--- src/hw/rtl/gea_pkg.sv ---
// Shared types, constants and helpers for the gimbal earth attitude datapath.
// No dependencies; used by every datapath module of the block.
package gea_pkg;

  localparam int unsigned AngleBitsDef  = 16;
  localparam int unsigned CordicIterDef = 16;
  localparam int unsigned FieldW        = 16;
  localparam int unsigned TrigW         = 18;
  localparam int unsigned SqrtSteps     = 17;

  typedef logic signed [TrigW-1:0] trig_t;

  localparam trig_t InvGainQ16 = 18'sd39797;
  localparam trig_t OneQ16     = 18'sd65536;
  localparam trig_t NegOneQ16  = -18'sd65536;
  localparam trig_t TrigMax    = 18'sd131071;
  localparam trig_t TrigMin    = -18'sd131072;

  typedef struct packed {
    trig_t s;
    trig_t c;
  } sc_t;

  typedef enum logic [1:0] {
    PS_ATAN,
    PS_NEG_HALF,
    PS_POS_HALF
  } pitch_sel_e;

  function automatic logic [31:0] atan_phase(input int unsigned idx);
    case (idx)
      0:       return 32'h20000000;
      1:       return 32'h12E4051E;
      2:       return 32'h09FB385B;
      3:       return 32'h051111D4;
      4:       return 32'h028B0D43;
      5:       return 32'h0145D7E1;
      6:       return 32'h00A2F61E;
      7:       return 32'h00517C55;
      8:       return 32'h0028BE53;
      9:       return 32'h00145F2F;
      10:      return 32'h000A2F98;
      11:      return 32'h000517CC;
      12:      return 32'h00028BE6;
      13:      return 32'h000145F3;
      14:      return 32'h0000A2FA;
      15:      return 32'h0000517D;
      16:      return 32'h000028BE;
      17:      return 32'h0000145F;
      18:      return 32'h00000A30;
      19:      return 32'h00000518;
      20:      return 32'h0000028C;
      21:      return 32'h00000146;
      22:      return 32'h000000A3;
      23:      return 32'h00000051;
      default: return 32'h00000000;
    endcase
  endfunction

  function automatic logic [31:0] angle_in(input logic [FieldW-1:0] f,
                                           input int unsigned ab);
    logic [31:0] w;
    logic [31:0] m;
    w = {16'b0, f};
    m = w & ((32'd1 << ab) - 32'd1);
    return m << (32 - ab);
  endfunction

  function automatic logic [FieldW-1:0] angle_out(input logic [31:0] ph,
                                                  input int unsigned ab);
    logic [31:0] r;
    logic [31:0] s;
    r = ph + (32'd1 << (31 - ab));
    s = r >> (32 - ab);
    return s[FieldW-1:0];
  endfunction

endpackage

--- src/hw/rtl/gea_atan2.sv ---
// Pipelined CORDIC vectoring atan2 giving a 32-bit phase, one micro-rotation
// per register stage. Depends on gea_pkg.
module gea_atan2 #(
  parameter int unsigned Iters = gea_pkg::CordicIterDef
) (
  input  logic           clk_i,
  input  logic           en_i,
  input  gea_pkg::trig_t y_i,
  input  gea_pkg::trig_t x_i,
  output logic [31:0]    phase_o
);
  import gea_pkg::*;

  localparam int unsigned W = 36;

  logic signed [W-1:0] x_q [Iters+1];
  logic signed [W-1:0] y_q [Iters+1];
  logic [31:0]         z_q [Iters+1];
  logic signed [W-1:0] xs_d, ys_d;

  assign xs_d = W'(x_i) <<< 14;
  assign ys_d = W'(y_i) <<< 14;

  always_ff @(posedge clk_i) begin
    if (en_i) begin
      if (xs_d[W-1]) begin
        x_q[0] <= -xs_d;
        y_q[0] <= -ys_d;
        z_q[0] <= 32'h8000_0000;
      end else begin
        x_q[0] <= xs_d;
        y_q[0] <= ys_d;
        z_q[0] <= '0;
      end
    end
  end

  for (genvar i = 0; i < Iters; i++) begin : g_iter
    always_ff @(posedge clk_i) begin
      if (en_i) begin
        if (!y_q[i][W-1]) begin
          x_q[i+1] <= x_q[i] + (y_q[i] >>> i);
          y_q[i+1] <= y_q[i] - (x_q[i] >>> i);
          z_q[i+1] <= z_q[i] + atan_phase(i);
        end else begin
          x_q[i+1] <= x_q[i] - (y_q[i] >>> i);
          y_q[i+1] <= y_q[i] + (x_q[i] >>> i);
          z_q[i+1] <= z_q[i] - atan_phase(i);
        end
      end
    end
  end

  assign phase_o = z_q[Iters];

endmodule

--- config.mk ---
export PLATFORM = sky130hd
export DESIGN_NAME = gea_atan2
export DESIGN_NICKNAME = d
export VERILOG_FILES = /design/src/hw/rtl/gea_pkg.sv /design/src/hw/rtl/gea_atan2.sv
export SDC_FILE = /design/constraint.sdc
export NUM_CORES = 2
export LEC_CHECK = 0
export ABC_CLOCK_PERIOD_IN_PS = 8170
export BUFFER_PORTS_ARGS = -buffer_cell sky130_fd_sc_hd__buf_2
export CAP_MARGIN = 0
export CORE_UTILIZATION = 66
export CTS_CLUSTER_DIAMETER = 80
export DETAILED_ROUTE_END_ITERATION = 10
export GPL_TIMING_DRIVEN = 0
export HOLD_SLACK_MARGIN = 0.02
export PLACE_DENSITY = 0.82
export SETUP_SLACK_MARGIN = 0.15
export SYNTH_ARGS = -nofsm -noshare
export SYNTH_HDL_FRONTEND = slang
export SYNTH_SLANG_ARGS = --single-unit
--- constraint.sdc ---
create_clock -name clk_i -period 8.17 [get_ports clk_i]
set_input_delay 1.634 -clock clk_i [delete_from_list [all_inputs] [get_ports clk_i]]
set_output_delay 1.634 -clock clk_i [all_outputs]
set_load 0.005 [all_outputs]
==> results_dict.tcl <==
set metrics [dict create \
    min_period_ns 7.951 \
    yosysWarnings 0 \
    cp-end-kind "flop" \
    path_buf_inv 7 \
    cts_tree "yes" \
    cts_buffers 154 \
    num_vias 98480 \
    io_buffers 68 \
    reg2reg_from "y_q[13][35]" \
    core-area_um2 176900 \
    min_path_type "flop to flop" \
    crit_family "buffers and inverters" \
    ios 70 \
    ant_nets 0 \
    area_growth_pct 7.483 \
    ys_ff_latch 1374 \
    clkLatencyLatePin_ns 0.83 \
    crit_path_start_kind "input pin" \
    die_y_um 424.7 \
    synth-seq-area-share 0.3499 \
    max_freq_ghz 0.1258 \
    synth.avg_cell_area_um2 9.508 \
    globalRouteTotalUtil 0.3651 \
    fin_util 0.7165 \
    num_rows 154 \
    drive_above_1_share 0.03955 \
    drv_slew 0 \
    max_stage_delay_ns 0.53 \
    cp.required_ns 8.74 \
    routed_wl_um 337400 \
    cts_max_level 4 \
    drc 0 \
    grt_max_degree 78 \
    arrival_ns 8.52 \
    clockRootBuffer "clkbuf_16" \
    max_slew_margin 0.01172 \
    viasPerCell 6.518 \
    ys.flop_type "edfxtp_1" \
    outcome "complete, no violations" \
    placedCellCount 14830 \
    critPathMaxFanout 28 \
    drtIter0Drc 8780 \
    regArea_um2 41260 \
    first_global_vias 96270 \
    syn_nets 13820 \
    ys_types 103 \
    final_nets 14060 \
    hold_start "z_q[10][1]" \
    syn_area_um2 117900 \
    first_pass_iters 8 \
    die_x_um 424.7 \
    final_cells 15110 \
    multi_input_area_um2 73970 \
    grt_first_pass_wirelength_um 521000 \
    wl_per_cell_um 22.33 \
    min_period_over_period 0.9732 \
    place_congestion 1.032 \
    worstSetupPathType "input pin to flop" \
    cp_cell_sequence "buf_2, buf_4, clkbuf_4, clkbuf_2, buf_12, nand2_2, clkinv_1, clkbuf_4, nor2_1, xor2_1, ha_1, a21o_1, a21oi_1, nor2b_1, o221ai_1, a31oi_1, a31oi_2, o21ai_0, or3b_2, a21oi_1, nor2_1, xnor2_1" \
    die-area_um2 180400 \
    place_area_um2 121700 \
    rsz0062_at_grt "yes" \
    numClockSinks 1374 \
    r2r_slack_ns 1.52 \
    tightest_slew_ns 1.482 \
    crit_start "en_i" \
    dp_hpwl_um 266800 \
    syn_inst 12400 \
    synth-edff-count 1374 \
    cap_violations 0 \
    clockBufferDepth 3 \
    async_reset_ff_frac 0 \
    initial_core_util 0.6666 \
    fin_worst_skew_ns 0.03009 \
    antenna_found_initial 8 \
    overflow 0 \
    nFillCells 13020 \
    cts.clk_slew.worst_paths_ns 0.06 \
    setup-violations-final 0 \
    crit_slowest_cell "clkbuf_4" \
    hold_viol_final 0 \
    final_cell_area_um2 126700 \
]
registers in the layout, indices dropped and copies added, names as in the netlist:
| register | count |
|---|---|
| x_q | 460 |
| y_q | 474 |
| z_q | 440 |
stage by stage:
step	hold slack (ns)	TNS [ns]	worst slack, ns
after floorplan	0.4003	0	1.767
final	0.4221	0	0.2189
after CTS	0.4211	0	0.1510
after global placement	0.4062	-2242.08	-4.232
after global routing	0.4352	0	0.1353
after detailed placement	0.4105	-180.38	-1.818
per-layer routing:
metal	share of wire	vias to the layer above	routed length [um]	GRT usage
met3	0.058	1266	19690	0.04932
li1	-	46530	-	-
met2	0.50	4218	167600	0.6537
met5	0.00023	-	77	0
met4	0.081	8	27470	0.2683
met1	0.36	46450	122500	0.3930
cell families (layout without fill, tap and decap cells):
| kind of cell | after synthesis | after routing | share of synthesized area |
|---|---|---|---|
| muxes | 60 | 60 | 0.005401 |
| other | 1 | 2 | 0.00003180 |
| AOI/OAI and AO/OA | 3813 | 3813 | 0.2055 |
| buffers and inverters | 718 | 1084 | 0.02299 |
| xor gates and xnor gates | 1815 | 1815 | 0.1349 |
| and+or+nand+nor | 3241 | 3241 | 0.1326 |
| DFF | 1374 | 1374 | 0.3499 |
| adders and majority gates | 1380 | 1380 | 0.1486 |
cell usage after synthesis, types with 60 or more instances:
library cell / instances / area share
edfxtp_1: 1374 / 0.35
ha_1: 1346 / 0.14
a21oi_1: 1207 / 0.051
xnor2_1: 1149 / 0.085
nor2_1: 959 / 0.031
nand2_1: 787 / 0.025
o21ai_0: 738 / 0.031
xor2_1: 665 / 0.049
a21o_1: 617 / 0.039
inv_1: 467 / 0.015
nor3_1: 259 / 0.011
nand2b_1: 214 / 0.011
clkbuf_1: 202 / 0.0064
nand3_1: 201 / 0.0085
o21a_1: 190 / 0.012
nor2b_1: 183 / 0.0097
o21bai_1: 169 / 0.011
o31ai_1: 147 / 0.0094
a31oi_1: 115 / 0.0061
a211oi_1: 105 / 0.0067
nand4_1: 105 / 0.0056
and3_1: 102 / 0.0054
or3_1: 100 / 0.0053
nor4_1: 84 / 0.0045
o41ai_1: 79 / 0.0059
and2_1: 60 / 0.0032
o211ai_1: 60 / 0.0038
layout by cell type (no fill, tap or decap), drive strengths merged, types with 37 or more instances in the layout:
master  count
xor2      665
a21boi     44
clkinv     56
nand3     201
nor3      261
clkbuf    385
a211oi    106
ha       1346
and2       61
or3       100
o211ai     60
xnor2    1149
o21bai    169
nand4     105
or2        37
o21ai     758
a21oi    1207
o21a      190
nand2b    215
edfxtp   1374
a21o      617
nor2      959
o41ai      82
nor2b     183
nand2     790
a31oi     116
inv       493
o31ai     147
and3      102
nor4       85
buf       124
worst register-to-register path, delay by kind of cell (launching register included):
kind                     cells  cell delay (ns)
AO/OA/AOI/OAI               11             2.95
AND/OR/NAND/NOR              1             0.18
XOR/XNOR                     1             0.10
flip-flops                   1             0.36
buffers and inverters        3             2.27
adder cells (fa/ha/maj)      1             0.53
layout make-up:
class                      instances  area share
clock inverter                    97    0.007769
timing repair buffer              86    0.006160
buffer                           239    0.007927
sequential                      1374      0.3255
clock buffer                     184     0.03163
multi-input combinational      10310      0.5837
tap                             2340     0.02310
antenna                            1  0.00001974
inverter                         478     0.01419
worst paths after layout:
kind / endpoint / depth (start not counted)
setup reg to reg: y_q[14][34] / 17
setup / recovery: y_q[8][32] / 22
hold reg to reg: z_q[11][1] / 0
hold / removal: z_q[11][1] / 0
what timing repair did:
| action | in CTS | in global routing |
|---|---|---|
| hold buffers | 0 | 0 |
| cloned | 0 | 0 |
| buffers inserted | 0 | 0 |
| gates resized for setup | 8 | 18 |
| endpoints found under the setup margin | 108 | 31 |
Power is not shown: default switching activity piles up to over one toggle a cycle in this logic, so the estimate is an artifact.
