===== config.mk =====
export PLATFORM = sky130hd
export DESIGN_NAME = gea_sincos
export DESIGN_NICKNAME = d
export VERILOG_FILES = /design/src/hw/rtl/gea_pkg.sv /design/src/hw/rtl/gea_sincos.sv
export SDC_FILE = /design/constraint.sdc
export NUM_CORES = 2
export LEC_CHECK = 0
export BUFFER_PORTS_ARGS = -buffer_cell sky130_fd_sc_hd__buf_2
export CORE_MARGIN = 2
export CORE_UTILIZATION = 28
export CTS_CLUSTER_SIZE = 14
export DETAILED_ROUTE_END_ITERATION = 16
export GPL_TIMING_DRIVEN = 1
export RECOVER_POWER = 50
export SETUP_SLACK_MARGIN = 0.02
export SYNTH_ARGS = -nofsm -noshare
export SYNTH_HDL_FRONTEND = slang
export SYNTH_SLANG_ARGS = --single-unit

===== constraint.sdc =====
create_clock -name clk_i -period 6.82 [get_ports clk_i]
set_input_delay 0.341 -clock clk_i [delete_from_list [all_inputs] [get_ports clk_i]]
set_output_delay 0.341 -clock clk_i [all_outputs]
set_load 0.02 [all_outputs]

===== src/hw/rtl/gea_pkg.sv =====
// Shared types, constants and helpers for the gimbal earth attitude datapath.
// No dependencies; used by every datapath module of the block.
package gea_pkg;

  localparam int unsigned AngleBitsDef  = 16;
  localparam int unsigned CordicIterDef = 16;
  localparam int unsigned FieldW        = 16;
  localparam int unsigned TrigW         = 18;
  localparam int unsigned SqrtSteps     = 17;

  typedef logic signed [TrigW-1:0] trig_t;

  localparam trig_t InvGainQ16 = 18'sd39797;
  localparam trig_t OneQ16     = 18'sd65536;
  localparam trig_t NegOneQ16  = -18'sd65536;
  localparam trig_t TrigMax    = 18'sd131071;
  localparam trig_t TrigMin    = -18'sd131072;

  typedef struct packed {
    trig_t s;
    trig_t c;
  } sc_t;

  typedef enum logic [1:0] {
    PS_ATAN,
    PS_NEG_HALF,
    PS_POS_HALF
  } pitch_sel_e;

  function automatic logic [31:0] atan_phase(input int unsigned idx);
    case (idx)
      0:       return 32'h20000000;
      1:       return 32'h12E4051E;
      2:       return 32'h09FB385B;
      3:       return 32'h051111D4;
      4:       return 32'h028B0D43;
      5:       return 32'h0145D7E1;
      6:       return 32'h00A2F61E;
      7:       return 32'h00517C55;
      8:       return 32'h0028BE53;
      9:       return 32'h00145F2F;
      10:      return 32'h000A2F98;
      11:      return 32'h000517CC;
      12:      return 32'h00028BE6;
      13:      return 32'h000145F3;
      14:      return 32'h0000A2FA;
      15:      return 32'h0000517D;
      16:      return 32'h000028BE;
      17:      return 32'h0000145F;
      18:      return 32'h00000A30;
      19:      return 32'h00000518;
      20:      return 32'h0000028C;
      21:      return 32'h00000146;
      22:      return 32'h000000A3;
      23:      return 32'h00000051;
      default: return 32'h00000000;
    endcase
  endfunction

  function automatic logic [31:0] angle_in(input logic [FieldW-1:0] f,
                                           input int unsigned ab);
    logic [31:0] w;
    logic [31:0] m;
    w = {16'b0, f};
    m = w & ((32'd1 << ab) - 32'd1);
    return m << (32 - ab);
  endfunction

  function automatic logic [FieldW-1:0] angle_out(input logic [31:0] ph,
                                                  input int unsigned ab);
    logic [31:0] r;
    logic [31:0] s;
    r = ph + (32'd1 << (31 - ab));
    s = r >> (32 - ab);
    return s[FieldW-1:0];
  endfunction

endpackage


===== src/hw/rtl/gea_sincos.sv =====
// Pipelined CORDIC sine and cosine, one micro-rotation per register stage.
// Depends on gea_pkg.
module gea_sincos #(
  parameter int unsigned Iters = gea_pkg::CordicIterDef
) (
  input  logic         clk_i,
  input  logic         en_i,
  input  logic [31:0]  phase_i,
  output gea_pkg::sc_t sc_o
);
  import gea_pkg::*;

  localparam int unsigned XW = 20;
  localparam int unsigned ZW = 34;

  logic signed [XW-1:0] x_q [Iters+1];
  logic signed [XW-1:0] y_q [Iters+1];
  logic signed [ZW-1:0] z_q [Iters+1];
  logic                 flip_q [Iters+1];
  logic                 flip_d;
  logic [31:0]          fold_d;

  assign flip_d = (phase_i[31:30] == 2'b01) || (phase_i[31:30] == 2'b10);
  assign fold_d = flip_d ? phase_i + 32'h8000_0000 : phase_i;

  always_ff @(posedge clk_i) begin
    if (en_i) begin
      x_q[0]    <= XW'(InvGainQ16);
      y_q[0]    <= '0;
      z_q[0]    <= {{(ZW-32){fold_d[31]}}, fold_d};
      flip_q[0] <= flip_d;
    end
  end

  for (genvar i = 0; i < Iters; i++) begin : g_iter
    always_ff @(posedge clk_i) begin
      if (en_i) begin
        flip_q[i+1] <= flip_q[i];
        if (!z_q[i][ZW-1]) begin
          x_q[i+1] <= x_q[i] - (y_q[i] >>> i);
          y_q[i+1] <= y_q[i] + (x_q[i] >>> i);
          z_q[i+1] <= z_q[i] - ZW'(atan_phase(i));
        end else begin
          x_q[i+1] <= x_q[i] + (y_q[i] >>> i);
          y_q[i+1] <= y_q[i] - (x_q[i] >>> i);
          z_q[i+1] <= z_q[i] + ZW'(atan_phase(i));
        end
      end
    end
  end

  assign sc_o.s = flip_q[Iters] ? TrigW'(-y_q[Iters]) : TrigW'(y_q[Iters]);
  assign sc_o.c = flip_q[Iters] ? TrigW'(-x_q[Iters]) : TrigW'(x_q[Iters]);

endmodule


==> impl_results.md <==
- Post-synthesis sequential area ratio: 39.2%
- Required time at the worst-slack endpoint: 7310 ps
- Die X: roughly 560 um
- Worst-skew pair later-pin latency: roughly 780 ps
- Layout Cells excl Fill: 12.8k
- Hold-critical path depth: 1
- Top delay family on crit path: compound AO/OA/AOI/OAI gates
- Dpl hpwl: 133 mm
- CTS tree: done
- Final Max Tran Viols: 932
- Max Root-Sink Buffers: 3
- Largest net degree at the start of global routing: 144
- Peak per-stage delay on the critical path: 1290 ps
- Inserted Clock Buffers: 119
- Drt initial violations: 2834
- Setup Skew: approximately 70 ps
- Launching element type of the critical path: flop
- Post CTS Setup Buffer Count: 0
- Terminating pin of the worst hold path: z_q[7][3]$_DFFE_PP_
- Dominant combinational cell family by area after synthesis: compound AO/OA/AOI/OAI gates
- Vias post-DR: 59.4k
- # rows: 202
- Library cell used as clock root buffer: sky130_fd_sc_hd__clkbuf_16
- Input/output buffers: between 60 and 70
- GP Congestion: 0.889
- Crit end category: flop
- Highest clock rate: 181 MHz
- Area after detailed placement: 91000 um2
- Worst r2r path cells: 14
- Worst Path Max Fanout: 34
- Multiplexer fraction of the synthesized cell area: less than 1%
- # hold bufs at CTS: 32
- Via count of the first global-routing pass: between 50k and 60k
- Finished layout cell area: 95000 um2
- Post-synthesis share of cell area spent on and, or, nand and nor gates: 11.4%
- Routed length per instance: roughly 13 um
- Vias per cell: 4.66
- Number of synthesized flops with an enable pin: 1117
- R2R Path End: x_q[9][16]$_DFFE_PP_
- Setup slack after layout: 1290 ps
- Number of detailed-routing iterations run before antenna repair: 8
- Synth-to-Final Area Change: 11.0%
- Violations in the final reports: max-capacitance violations, max-slew violations
- Global-route total usage across every layer: 10.8%
- Final worst path period need: ~5500 ps
- Die footprint: 310000 um2
- Placeable core region: around 300000 um2
- Reported max-cap violation count: 18
- Post-detailed-routing wire length: 171 mm
- Global-route wire length before repair: 284 mm
- Buffer and inverter count on the worst path: 1
- Cell breakdown of the critical path: nand2_1 -> clkbuf_1 -> o21ai_0 -> fa_1 -> a21o_1 -> a21oi_1 -> o21bai_1 -> a21o_1 -> a21oi_1 -> o21ai_0 -> a2111oi_1 -> o31ai_1 -> a21oi_1 -> xnor2_1
- Remaining number of nets flagged by the antenna check after routing: 0
- Number of nets in the finished design: slightly below 10k
- Reg-to-reg startpoint: z_q[8][33]$_DFFE_PP_
- Number of distinct library cells after synthesis: 98
- Commonest cells after routing, fill and taps aside: sky130_fd_sc_hd__edfxtp_1, sky130_fd_sc_hd__ha_1, sky130_fd_sc_hd__a21oi_1
- Count of mapped cells out of synthesis: between 8k and 9k
- Period utilization: 81.1%
- Critical path's most frequent cell: sky130_fd_sc_hd__a21oi_1
- Overflow left after global routing: 0
- Cell type of the slowest stage on the worst timing path: sky130_fd_sc_hd__clkbuf_1
- Number of design rule violations left after detail routing: 0
- Worst setup slack for register-to-register paths: about 1300 ps
- Number of antenna repair diodes: 0
- Worst Hold Launch: en_i
- Clock transition time at the flip-flop clock pins of the worst setup and hold paths: 60 ps
- Post-synthesis instance area: 85600 um2
- Post-Synth XOR/XNOR Area: around an eighth
- CTS HTree Levels: 3
- Post-synthesis average cell area: roughly 10 um2
- Total of warnings raised by yosys: 0
- FF+latch count, synth: 1117
- Top-Level Pins: 70
- Setup-violating endpoint count in the final report: 0
- Most instantiated flip-flop cell in the synthesis netlist: sky130_fd_sc_hd__edfxtp_1
- Layout cell share with drive strength beyond 1: 4.24%
- Worst Path Class, Setup: flop to flop
- Relative max-transition margin: -154%
- Result of the run: complete, but fails checks
- Total clock sinks: between 1k and 1.5k
- Worst slack at placement: about 1600 ps
- Resize count post-CTS: 0
- Synthesized-area fraction occupied by ao, oa, aoi and oai cells: a little under a fifth
- Most common library cell in the layout ignoring fill and taps: sky130_fd_sc_hd__edfxtp_1
- Pin slew with the least headroom to its limit: 3820 ps
- Final hold viol count: 0
- Worst hold path type: input pin to flop
- Die height: around 560 um
- Starting Density: ~28%
- FFs w/ async S/R, synth: 0%
- Unrepaired setup endpoints after global routing: no
- Setup total negative slack: 0 ps
- Crit path DAT: around 6000 ps
- Adder and majority cell fraction of the synthesized area: 16.3%
- Antenna violations before repair: 0
- Number of cells in the design after placement: 12.5k
[through the flow]
| stage | util, % | hold slack (ps) |
|---|---|---|
| after floorplan | - | 400 |
| final | 31.3 | 97.0 |
| after global placement | 30.0 | 401 |
| after global routing | 31.3 | 53.2 |
| after CTS | 31.3 | 25.0 |
| after detailed placement | 30.0 | 405 |
[metal layers]
layer	routed length, um	vias to the layer above	share of wire, %	GRT usage [%]
met2	83700	690	49	19.7
met5	0	-	0	0
li1	-	31700	-	-
met3	4170	326	2.4	1.29
met4	6280	0	3.7	3.89
met1	76600	26800	45	12.8
[cells in the mapped netlist, types with 22 or more instances]
library cell	count	area (um2)
sky130_fd_sc_hd__edfxtp_1	1117	33500
sky130_fd_sc_hd__ha_1	1045	13100
sky130_fd_sc_hd__a21oi_1	828	4140
sky130_fd_sc_hd__xnor2_1	796	6970
sky130_fd_sc_hd__nor2_1	603	2260
sky130_fd_sc_hd__nand2_1	483	1810
sky130_fd_sc_hd__o21ai_0	433	2170
sky130_fd_sc_hd__a21o_1	410	3080
sky130_fd_sc_hd__inv_1	406	1520
sky130_fd_sc_hd__xor2_1	353	3090
sky130_fd_sc_hd__nor3_1	194	971
sky130_fd_sc_hd__nand3_1	157	786
sky130_fd_sc_hd__o21bai_1	129	968
sky130_fd_sc_hd__nor2b_1	128	801
sky130_fd_sc_hd__nand2b_1	114	713
sky130_fd_sc_hd__clkbuf_1	90	338
sky130_fd_sc_hd__o21a_1	88	661
sky130_fd_sc_hd__a31oi_1	83	519
sky130_fd_sc_hd__o31ai_1	70	526
sky130_fd_sc_hd__or3_1	68	425
sky130_fd_sc_hd__a211oi_1	62	465
sky130_fd_sc_hd__and3_1	62	388
sky130_fd_sc_hd__nand4_1	55	344
sky130_fd_sc_hd__fa_1	44	881
sky130_fd_sc_hd__a21boi_0	39	293
sky130_fd_sc_hd__mux2i_1	36	360
sky130_fd_sc_hd__o211ai_1	36	270
sky130_fd_sc_hd__o21ai_1	30	150
sky130_fd_sc_hd__nor4_1	27	169
sky130_fd_sc_hd__a31o_2	25	219
sky130_fd_sc_hd__or2_2	25	156
sky130_fd_sc_hd__and2_1	24	150
sky130_fd_sc_hd__a211o_1	22	193
sky130_fd_sc_hd__o41ai_1	22	193
[area by class of cell]
| cell class | count | area [um2] |
|---|---|---|
| clock buffers | 149 | 3090 |
| clock inverters | 66 | 711 |
| fillers | 31200 | 209000 |
| inverters | 416 | 1560 |
| multi-input cells | 6794 | 50000 |
| flip-flops and latches | 1117 | 33500 |
| well taps | 4080 | 5100 |
| repair buffers | 145 | 953 |
[registers in the layout (all words and copies together), names as in the netlist]
name,count
y_q,297
flip_q,17
x_q,295
z_q,508
[worst max-delay path by stage]
stage,start,to,slack (ps),cells after the start
floorplan,en_i,y_q[10][18]$_DFFE_PP_,1930,17
global route,z_q[5][33]$_DFFE_PP_,z_q[6][32]$_DFFE_PP_,880,14
CTS,z_q[11][33]$_DFFE_PP_,y_q[12][18]$_DFFE_PP_,1980,15
detailed placement,en_i,x_q[15][16]$_DFFE_PP_,1630,17
finish,z_q[8][33]$_DFFE_PP_,x_q[9][16]$_DFFE_PP_,1290,14
global placement,en_i,x_q[12][16]$_DFFE_PP_,1600,16
[logic make-up (layout without fill, tap and decap cells)]
family,Yosys count,in the layout
AOI/OAI and AO/OA,2470,2470
and+or+nand+nor,2030,2030
xor gates and xnor gates,1149,1149
DFF,1117,1117
adders and majority gates,1089,1089
buffers and inverters,526,776
muxes,52,52
other,2,4
Power is left out: the tool's default activity adds up to more than one toggle a clock period on the data nets, which glitch-free logic cannot reach.
