## src/hw/rtl/gea_pkg.sv

```systemverilog
// Shared types, constants and helpers for the gimbal earth attitude datapath.
// No dependencies; used by every datapath module of the block.
package gea_pkg;

  localparam int unsigned AngleBitsDef  = 16;
  localparam int unsigned CordicIterDef = 16;
  localparam int unsigned FieldW        = 16;
  localparam int unsigned TrigW         = 18;
  localparam int unsigned SqrtSteps     = 17;

  typedef logic signed [TrigW-1:0] trig_t;

  localparam trig_t InvGainQ16 = 18'sd39797;
  localparam trig_t OneQ16     = 18'sd65536;
  localparam trig_t NegOneQ16  = -18'sd65536;
  localparam trig_t TrigMax    = 18'sd131071;
  localparam trig_t TrigMin    = -18'sd131072;

  typedef struct packed {
    trig_t s;
    trig_t c;
  } sc_t;

  typedef enum logic [1:0] {
    PS_ATAN,
    PS_NEG_HALF,
    PS_POS_HALF
  } pitch_sel_e;

  function automatic logic [31:0] atan_phase(input int unsigned idx);
    case (idx)
      0:       return 32'h20000000;
      1:       return 32'h12E4051E;
      2:       return 32'h09FB385B;
      3:       return 32'h051111D4;
      4:       return 32'h028B0D43;
      5:       return 32'h0145D7E1;
      6:       return 32'h00A2F61E;
      7:       return 32'h00517C55;
      8:       return 32'h0028BE53;
      9:       return 32'h00145F2F;
      10:      return 32'h000A2F98;
      11:      return 32'h000517CC;
      12:      return 32'h00028BE6;
      13:      return 32'h000145F3;
      14:      return 32'h0000A2FA;
      15:      return 32'h0000517D;
      16:      return 32'h000028BE;
      17:      return 32'h0000145F;
      18:      return 32'h00000A30;
      19:      return 32'h00000518;
      20:      return 32'h0000028C;
      21:      return 32'h00000146;
      22:      return 32'h000000A3;
      23:      return 32'h00000051;
      default: return 32'h00000000;
    endcase
  endfunction

  function automatic logic [31:0] angle_in(input logic [FieldW-1:0] f,
                                           input int unsigned ab);
    logic [31:0] w;
    logic [31:0] m;
    w = {16'b0, f};
    m = w & ((32'd1 << ab) - 32'd1);
    return m << (32 - ab);
  endfunction

  function automatic logic [FieldW-1:0] angle_out(input logic [31:0] ph,
                                                  input int unsigned ab);
    logic [31:0] r;
    logic [31:0] s;
    r = ph + (32'd1 << (31 - ab));
    s = r >> (32 - ab);
    return s[FieldW-1:0];
  endfunction

endpackage

```

## src/hw/rtl/gea_isqrt.sv

```systemverilog
// Pipelined integer square root, one result digit per register stage.
// Depends on gea_pkg.
module gea_isqrt (
  input  logic        clk_i,
  input  logic        en_i,
  input  logic [32:0] n_i,
  output logic [16:0] r_o
);
  import gea_pkg::*;

  localparam int unsigned RW = 35;

  logic [32:0]   n_q   [SqrtSteps+1];
  logic [RW-1:0] res_q [SqrtSteps+1];

  always_ff @(posedge clk_i) begin
    if (en_i) begin
      n_q[0]   <= n_i;
      res_q[0] <= '0;
    end
  end

  for (genvar k = 0; k < SqrtSteps; k++) begin : g_step
    localparam logic [RW-1:0] Bit = RW'(1) << (32 - 2 * k);
    logic [RW-1:0] t_d;
    assign t_d = res_q[k] + Bit;
    always_ff @(posedge clk_i) begin
      if (en_i) begin
        if ({2'b0, n_q[k]} >= t_d) begin
          n_q[k+1]   <= n_q[k] - t_d[32:0];
          res_q[k+1] <= (res_q[k] >> 1) + Bit;
        end else begin
          n_q[k+1]   <= n_q[k];
          res_q[k+1] <= res_q[k] >> 1;
        end
      end
    end
  end

  assign r_o = res_q[SqrtSteps][16:0];

endmodule

```

## config.mk

```make
export PLATFORM = sky130hd
export DESIGN_NAME = gea_isqrt
export DESIGN_NICKNAME = d
export VERILOG_FILES = /design/src/hw/rtl/gea_pkg.sv /design/src/hw/rtl/gea_isqrt.sv
export SDC_FILE = /design/constraint.sdc
export NUM_CORES = 1
export LEC_CHECK = 0
export ABC_AREA = 0
export BUFFER_PORTS_ARGS = -buffer_cell sky130_fd_sc_hd__clkbuf_2
export CORE_MARGIN = 5
export CORE_UTILIZATION = 50
export DETAILED_ROUTE_END_ITERATION = 10
export PLACE_DENSITY = 0.78
export SLEW_MARGIN = 20
export SYNTH_ARGS = -nofsm -noshare
export SYNTH_HDL_FRONTEND = slang
export SYNTH_SLANG_ARGS = --single-unit
```

## constraint.sdc

```tcl
create_clock -name clk_i -period 3.1 [get_ports clk_i]
set_clock_uncertainty 0.15 [all_clocks]
set_input_delay 0.465 -clock clk_i [delete_from_list [all_inputs] [get_ports clk_i]]
set_output_delay 0.465 -clock clk_i [all_outputs]
set_load 0.03 [all_outputs]
```

==> impl_metrics.toml, run 1 <==
[run_status]
status = "complete, no violations"

[sta]
holdWs_ps = 220
grt_setup_unrepaired = "yes"
setup_viol = 0
hold_violations = 0
max_freq_mhz = 327
finalCriticalPeriod_ps = 3060
worst_slew_margin_rel_pct = 41.6
drv_slew = 0
fin_crit_sh_pct = 98.7
tightest_slew_ps = 876

[cts]
cts-htree-levels = 3
clockRootBuffer = "clkbuf_16"
clock-sinks = 714
cts_tree = "built"
clk_pin_slew_ps = 60
clk_latency_ps = 640
clockBufferDepth = 3
numCtsBuffers = 74

[flow_run]
drv_cap = 0

[min_path]
whs_path_depth = 2
hold_class = "in2reg"

[logic_synthesis]
ys_seq_elements = 714
avgSynthCellArea_um2 = 13.3
post_synth_xor_area_fraction_pct = 5.48
synth_top_area_share_pct = 64.9
ys_top_cells_by_area = "edfxtp_1 (65%), ha_1 (6.3%), xnor2_1 (3.0%), xor2_1 (2.5%), inv_1 (2.3%)"
ys.flop_type = "edfxtp_1"
synth-edff-count = 714
synth-compound-area-share_pct = 8.53
synth.distinct_cells = 79
muxShareOfSynthArea_pct = 1.14
synth_top_family_by_area = "simple AND/OR/NAND/NOR gates"
syn-cell-area_mm2 = 0.0331
synth_nets = 2694
yosysSeqAreaShare_pct = 64.9
yosysTopAreaCell = "edfxtp_1"
synth-simple-area-share_pct = 10.8
syn_inst = 2493
synth_fa_ha_area_share_pct = 6.28
ys_warn_count = 0
async_reset_ff_share_pct = 0

[power]
ir_drop_mv = 0.873
p_comb_share_pct = 16.7
leakage_nw = 14.6
power.switching_mw = 7.02
power_frac_clock_pct = 34.0
p_int_mw = 19.0
p_sw_share_pct = 27.0
power_density_mw_per_mm2 = 673
p_seq_share_pct = 49.3

[global_routing]
grt_max_degree = 106
gr-total-overflow = 0
grt_use_total_pct = 19.6
grt_pass1_vias = 21100
antenna_found_initial = 0
grt_first_pass_wirelength_um = 112000

[worst_setup_path]
crit_top_cell = "or4_4"
crit_buf_inv = 1
cp.required_ps = 3310
path_cells = "ha_2 -> or4_4 -> or2_4 -> or4_4 -> a21oi_4 -> o211ai_4 -> buf_12 -> mux2_4"
critical-path-top-delay-family = "simple AND/OR/NAND/NOR gates"
crit_fanout = 5
worst_setup_path_end_kind = "flop"
startpoint_type = "flop"
worst_path_largest_cell_delay_ps = 510
crit_type = "reg2reg"
reg2reg_depth = 8
cpMaxStageDelayCell = "or4_4"
cp.arrival_ps = 3270
path_depth = 8

[placement]
gp_congestion = 0.893
dp_hpwl_um = 48900
port_buffers = 51
dpl-instance-area_mm2 = 0.0351

[final_layout]
drive_above_1_share_pct = 14.3
diodes = 0
fillCellCount = 4798
multi_input_area_mm2 = 0.0111
regArea_mm2 = 0.0214
area_growth_pct = 16.7
fin_nets = 2933
finish.instance_area_mm2 = 0.0386

[route]
firstDrtPassIters = 6
routed_wl_um = 71100
drt_iter0_markers = 1792
drcViolationCount = 0
wl_per_cell_um = 19.4
vias = 20800
viasPerCell = 5.68
antenna_left = 0

[die]
ioPinCount = 52
dieHeight_um = 267
dieArea_mm2 = 0.0714
initial_utilization_pct = 50.4
rows = 94
die_w_um = 267
core-area_mm2 = 0.0656
[state kept, by name, summed over array words and instances (netlist names)]
signal / count
n_q: 561
res_q: 153
[routing by layer]
layer / global-route usage (%) / part of all wire, %
met1: 23.6 / 39
met2: 35.7 / 53
met3: 2.74 / 4.3
met4: 7.72 / 4.1
met5: 0 / 0
[power by group through the flow]
stage / Sequential (mW) / Clock [mW] / Combinational, mW
2_1_floorplan: 12.7 / 0 / 2.93
3_3_place_gp: 12.9 / 0 / 3.86
3_5_place_dp: 13.0 / 0 / 4.03
4_1_cts: 12.8 / 8.94 / 4.17
5_1_grt: 12.9 / 9.40 / 4.80
6_report: 12.8 / 8.82 / 4.34
[cells by family after synthesis]
logic type,Yosys count
compound gates,447
mux,33
flops,714
buf+inv,254
xor+xnor,207
simple gates,672
fa+ha+maj,166
[cells in the mapped netlist (all sizes together), types with 6 or more instances]
cell type	n
o21ai	143
or4	14
a21o	39
a211oi	13
o21a	26
edfxtp	714
xor2	95
ha	166
buf	10
a21oi	123
clkbuf	41
a21boi	8
mux2	23
nand2b	36
nand3b	9
a31oi	7
nor3b	12
nand3	33
nor2b	22
nor3	68
or3	20
xnor2	112
inv	203
nand2	146
o31a	6
mux2i	10
nand4	32
or2	13
o211ai	12
a2111oi	6
and3	11
o31ai	8
nand4b	9
o21bai	13
nor4	76
nor2	134
nor4b	13
[path summary, 6_finish.rpt]
check / startpoint / end / slack, ps
setup / recovery: n_q[6][53] / n_q[7][17] / 40
hold / removal: en_i / n_q[7][31] / 220
setup reg to reg: n_q[6][53] / n_q[7][17] / 40
hold reg to reg: n_q[7][1] / n_q[7][34] / 250
[cells in the final DEF (no fill, tap or decap), types with 33 or more instances in the layout]
master,Yosys,final
ha_1,166,155
a21o_1,39,39
nor3_1,68,60
nor4_1,76,65
nand3_1,33,33
clkbuf_2,0,50
nand2b_1,36,36
a21oi_1,121,115
inv_1,203,201
buf_4,0,121
nor2_1,133,129
o21ai_0,140,139
xnor2_1,112,112
edfxtp_1,714,714
dlygate4sd3_1,0,33
xor2_1,95,95
nand2_1,146,146
clkbuf_16,0,76
[worst reg2reg max path, stage by stage (launching register included)]
cell and delay [ps]:
edfxtp_1 390, ha_2 210, or4_4 480, or2_4 260, or4_4 510, a21oi_4 170
o211ai_4 150, buf_12 170, mux2_4 280
[per-stage QoR]
stage / TNS, ps / total power, mW / util, % / setup slack, ps / instances
2_1_floorplan: 0 / 15.6 / - / 111 / 2493
3_3_place_gp: -326 / 16.8 / 53.5 / -167 / 3471
3_5_place_dp: -1260 / 17.0 / 53.5 / -293 / 3471
4_1_cts: 0 / 25.9 / 58.0 / 2.98 / 3642
5_1_grt: -204 / 27.1 / 58.8 / -62.1 / 3656
6_report: 0 / 26.0 / 58.8 / 40.0 / 3656
[area by class of cell]
type	instances	area share, %
Inverter	203	1.97
Clock inverter	48	1.41
Tap cell	864	2.80
Timing Repair Buffer	214	4.42
Multi-Input combinational cell	1525	28.9
Sequential cell	714	55.6
Clock buffer	88	4.93
[repair_timing]
action                                 CTS  global route
setup endpoints to repair               36           129
pin swaps                                7            19
hold buffers                            33             0
buffers inserted                         1            12
gates cloned                             1             2
endpoints found under the hold margin   33             0
resized for setup                       25            60
Note: power is estimated with default switching activity, not from simulation.
==> run 2, diff against run 1 <==
Settings changed: PLACE_DENSITY 0.78 to 0.71.
==> impl_metrics.toml, run 2 (synthesis gave the netlist of run 1 again) <==
[run_status]
status = "complete, no violations"

[final_layout]
finish.instance_area_mm2 = 0.0384
diodes = 0
largest_reg_flops = 561
fin_nets = 2950
top_regs = "n_q x561, res_q x153"
area_growth_pct = 16.3
final_common_cell = "edfxtp_1"
top_register = "n_q"
final_cell_mix = "edfxtp_1 (714), inv_1 (200), ha_1 (161)"
drive_above_1_share_pct = 14.7

[worst_setup_path]
crit_fanout = 5
cpMaxStageDelayCell = "or4_4"
cp.arrival_ps = 3250
reg2reg_depth = 8
r2r-start = "n_q[6][58]"
worst_setup_path_end_kind = "flop"
r2r_slack_ps = 60
worst_path_largest_cell_delay_ps = 550
startpoint_type = "flop"
crit_type = "reg2reg"
path_cells = "or3_4 -> or4_4 -> or4_4 -> a21oi_4 -> buf_6 -> o211ai_4 -> buf_12 -> mux2_4"
crit_top_cell = "or4_4"
r2r_end = "n_q[7][10]"
cp.required_ps = 3320

[min_path]
whs_endpoint = "n_q[7][21]"
whs_path_depth = 2
hold_class = "in2reg"
hp-start = "en_i"

[power]
p_int_mw = 18.9
p_seq_share_pct = 49.7
power.switching_mw = 6.85
power_frac_clock_pct = 33.5
p_sw_share_pct = 26.6
p_comb_share_pct = 16.8
leakage_nw = 14.7
power_density_mw_per_mm2 = 669
ir_drop_mv = 0.511

[placement]
port_buffers = 51
dpl-instance-area_mm2 = 0.0352
pre_cts_ws_ps = -283
gp_congestion = 0.903
dp_hpwl_um = 49000

[route]
viasPerCell = 5.56
drcViolationCount = 0
antenna_left = 0
routed_wl_um = 68500
drt_iter0_markers = 1558
vias = 20400
firstDrtPassIters = 5
wl_per_cell_um = 18.7

[cts]
clock-sinks = 714
clockRootBuffer = "clkbuf_16"
clk_pin_slew_ps = 60
cts_tree = "built"
clk_latency_ps = 630
numCtsBuffers = 76
clockBufferDepth = 3
cts-htree-levels = 3

[sta]
tightest_slew_ps = 1050
max_freq_mhz = 329
worst_slew_margin_rel_pct = 30.1
hold_violations = 0
finalWorstSetupSlack_ps = 61.9
drv_slew = 0
grt_setup_unrepaired = "yes"
finalCriticalPeriod_ps = 3040
fin_crit_sh_pct = 98.0
setup_viol = 0

[global_routing]
gr-total-overflow = 0
antenna_found_initial = 0
grt_max_degree = 85
use_met3_pct = 2.51
grt_first_pass_wirelength_um = 109000
use_met2_pct = 34.1
top_usage_layer = "met2"
grt_pass1_vias = 20700
grtUsageMet1_pct = 23.3
grt_use_total_pct = 18.9

[die]
ioPinCount = 52
core-area_mm2 = 0.0656
rows = 94
dieHeight_um = 267
dieArea_mm2 = 0.0714
initial_utilization_pct = 50.4
die_w_um = 267

[flow_run]
drv_cap = 0
-- run 2: cell types whose count changed in the layout (fill, tap and decap cells not counted), moves of 4 or more --
cell      delta
ha_1         +6
ha_4         -6
clkbuf_1     +6
clkinv_2     +7
nor3_1       +4
clkinv_1     -9
nor3b_1      -4
nor3b_2      +5
buf_4       +17
-- run 2: final cells by class --
| type | instances | area (um^2) |
|---|---|---|
| Clock inverter | 40 | 383 |
| Tap cell | 864 | 1080 |
| Clock buffer | 97 | 2000 |
| Sequential cell | 714 | 21400 |
| Multi-Input combinational cell | 1525 | 11000 |
| Timing Repair Buffer | 229 | 1770 |
| Fill cell | 5070 | 27200 |
| Inverter | 203 | 762 |
-- run 2: worst max-delay path: cells and delay by family, from the launching register on --
| kind | cells | cell delay [ps] |
|---|---|---|
| AND/OR/NAND/NOR | 3 | 1420 |
| multiplexers | 1 | 280 |
| buffers and inverters | 2 | 290 |
| flip-flops | 1 | 380 |
| AO/OA/AOI/OAI | 2 | 260 |
-- run 2: worst max path at each step --
stage	end	slack, ps	startpoint	cells past startpoint
5_1_grt	n_q[7][38]	-50	res_q[14][6]	12
2_1_floorplan	n_q[7][10]	110	n_q[6][53]	8
3_5_place_dp	n_q[4][32]	-280	res_q[7][23]	10
4_1_cts	n_q[7][12]	4	res_q[13][20]	10
6_report	n_q[7][10]	60	n_q[6][58]	8
3_3_place_gp	n_q[4][32]	-260	n_q[3][59]	9
-- run 2: repair_timing --
action                                  in CTS  in global routing
gates resized for setup                     18                 54
cloned                                       1                  1
endpoints found under the setup margin      47                 95
hold buffers                                33                  0
pin swaps                                    3                 14
endpoints found under the hold margin       33                  0
buffers inserted                             4                 13
-- run 2: stage by stage --
stage          hold WS [ps]  utilization (%)  total power, mW  cells  setup TNS (ps)
4_1_cts                 224             58.0             25.8   3658               0
5_1_grt                 243             58.6             26.9   3672            -174
3_5_place_dp            255             53.6             17.0   3483           -1510
3_3_place_gp            252             53.6             16.9   3483           -1030
2_1_floorplan           250                -             15.6   2493               0
6_report                250             58.6             25.7   3672               0
-- run 2: power groups by stage --
stage               Sequential (mW)  Clock (mW)  Combinational (mW)
finish                         12.8        8.62                4.32
floorplan                      12.7           0                2.93
global route                   12.9        9.25                4.80
detailed placement             13.0           0                4.07
CTS                            12.8        8.82                4.18
global placement               12.9           0                3.96
-- run 2: metal layers --
| metal | vias up | wire, um | share of wire, % |
|---|---|---|---|
| li1 | 9830 | - | - |
| met1 | 9939 | 27600 | 40 |
| met2 | 498 | 35800 | 52 |
| met3 | 138 | 2780 | 4.1 |
| met4 | 0 | 2410 | 3.5 |
| met5 | - | 0 | 0 |
==> run 3, diff against run 2 <==
--- a/config.mk
+++ b/config.mk
@@ -8,4 +8,5 @@
 export ABC_AREA = 0
 export BUFFER_PORTS_ARGS = -buffer_cell sky130_fd_sc_hd__clkbuf_2
+export CORE_ASPECT_RATIO = 1.2
 export CORE_MARGIN = 5
 export CORE_UTILIZATION = 50
==> constraint.sdc (replaced) <==
create_clock -name clk_i -period 3.1 [get_ports clk_i]
set_clock_uncertainty 0.15 [all_clocks]
set_input_delay 0.93 -clock clk_i [delete_from_list [all_inputs] [get_ports clk_i]]
set_output_delay 0.93 -clock clk_i [all_outputs]
set_load 0.03 [all_outputs]
==> impl_metrics.toml, run 3 (synthesis gave the netlist of run 1 again) <==
[power]
leakage_nw = 14.6
ir_drop_mv = 0.580
p_sw_share_pct = 26.8
p_comb_share_pct = 16.9
power.switching_mw = 6.94
p_seq_share_pct = 49.4
power_density_mw_per_mm2 = 675
power_frac_clock_pct = 33.7
p_int_mw = 19.0

[final_layout]
final_cell_mix = "edfxtp_1 (714), inv_1 (201), ha_1 (155)"
top_register = "n_q"
largest_reg_flops = 561
top_regs = "n_q x561, res_q x153"
drive_above_1_share_pct = 15.8
final_common_cell = "edfxtp_1"
fin_nets = 2923
layout.cells.non_filler = 3616
diodes = 0
multi_input_area_mm2 = 0.0112
regArea_mm2 = 0.0214
fillCellCount = 4969
area_growth_pct = 16.2

[route]
viasPerCell = 5.60
wl_per_cell_um = 19.0
antenna_left = 0
routed_wl_um = 68600
firstDrtPassIters = 5
vias = 20200
drt_iter0_markers = 1225
drcViolationCount = 0

[worst_setup_path]
worst_setup_path_end_kind = "flop"
crit_type = "reg2reg"
cp.required_ps = 3320
r2r-start = "res_q[13][20]"
crit_start = "res_q[13][20]"
crit_fanout = 5
startpoint_type = "flop"
cp.arrival_ps = 3270
reg2reg_depth = 9

[sta]
max_freq_mhz = 327
finalCriticalPeriod_ps = 3050
grt_setup_unrepaired = "yes"
tightest_slew_ps = 928
worst_slew_margin_rel_pct = 38.1
fin_crit_sh_pct = 98.5
holdWs_ps = 268
hold_violations = 0
drv_slew = 0
setup_viol = 0

[placement]
dp_cells = 3470
dp_hpwl_um = 50100
gp_congestion = 0.913
port_buffers = 51

[die]
die_w_um = 245
rows = 103
ioPinCount = 52
dieArea_mm2 = 0.0714
initial_utilization_pct = 50.3
core-area_mm2 = 0.0657
dieHeight_um = 292

[cts]
clockRootBuffer = "clkbuf_16"
clockBufferDepth = 3
clk_latency_ps = 640
cts-htree-levels = 3
clk_pin_slew_ps = 60
cts_tree = "built"
clock-sinks = 714
numCtsBuffers = 72

[global_routing]
grt_max_degree = 155
grt_first_pass_wirelength_um = 109000
grt_pass1_vias = 21000
antenna_found_initial = 0
grt_use_total_pct = 19.0
gr-total-overflow = 0

[min_path]
hp-start = "n_q[0][30]"
hold_class = "reg2reg"
whs_path_depth = 0

[flow_run]
drv_cap = 0

[run_status]
status = "complete, no violations"
==> run 3: cell count changes in the layout (fill, tap and decap cells not counted), moves of 5 or more <==
cell           change
ha_4               +6
clkbuf_16          -5
clkinv_2           -8
buf_12             +5
ha_1               -6
clkbuf_1           -7
dlygate4sd3_1     -33
==> run 3: per-stage QoR <==
step / worst slack [ps] / util [%] / TNS (ps) / power, mW / area (um^2)
after floorplan: 5.23 / - / 0 / 15.6 / 33100
after global placement: -304 / 53.7 / -1120 / 16.9 / 35300
after detailed placement: -345 / 53.7 / -1640 / 17.1 / 35300
after CTS: -15.4 / 57.6 / -42.5 / 25.9 / 37800
after global routing: -70.7 / 58.4 / -427 / 27.1 / 38400
final: 45.7 / 58.4 / 0 / 25.9 / 38400
==> run 3: final cells by class <==
class | instances | area share, %
inverters | 203 | 1.98
multi-input cells | 1525 | 29.1
well taps | 840 | 2.74
flip-flops and latches | 714 | 55.8
clock inverters | 43 | 1.43
clock buffers | 85 | 4.82
repair buffers | 206 | 4.08
==> run 3: worst paths after layout <==
| kind | endpoint | slack, ps |
|---|---|---|
| max | n_q[7][17] | 50 |
| min | n_q[0][63] | 270 |
| min reg2reg | n_q[0][63] | 270 |
| max reg2reg | n_q[7][17] | 50 |
==> run 3: critical path, cell delays in order (launching register included) <==
cell and delay, ps:
edfxtp_1 360, inv_1 50, ha_2 180, or4_4 480
or2_4 260, or4_4 550, a21oi_4 170, o211ai_4 150
buf_12 170, mux2_4 280
==> run 3: power by group through the flow <==
stage / Clock (mW) / Sequential, mW / Combinational (mW)
after global placement: 0 / 12.9 / 3.97
after global routing: 9.39 / 12.9 / 4.87
final: 8.73 / 12.8 / 4.39
after floorplan: 0 / 12.7 / 2.94
after detailed placement: 0 / 12.9 / 4.12
after CTS: 8.94 / 12.8 / 4.19
==> run 3: per-layer routing <==
layer / part of all wire [%] / up-vias / track usage (%) / routed length (um)
li1: - / 9772 / - / -
met4: 6.5 / 0 / 11.2 / 4430
met3: 3.3 / 205 / 2.74 / 2240
met1: 36 / 9788 / 19.7 / 24500
met5: 0 / - / 0 / 0
met2: 54 / 476 / 36.0 / 37400
==> run 3: what timing repair did <==
action                     in CTS  in global routing
gates resized for setup        19                 79
pin swaps                       6                 27
hold buffers                    0                  0
setup endpoints to repair      27                121
setup buffers                   1                 16
cloned                          0                  1
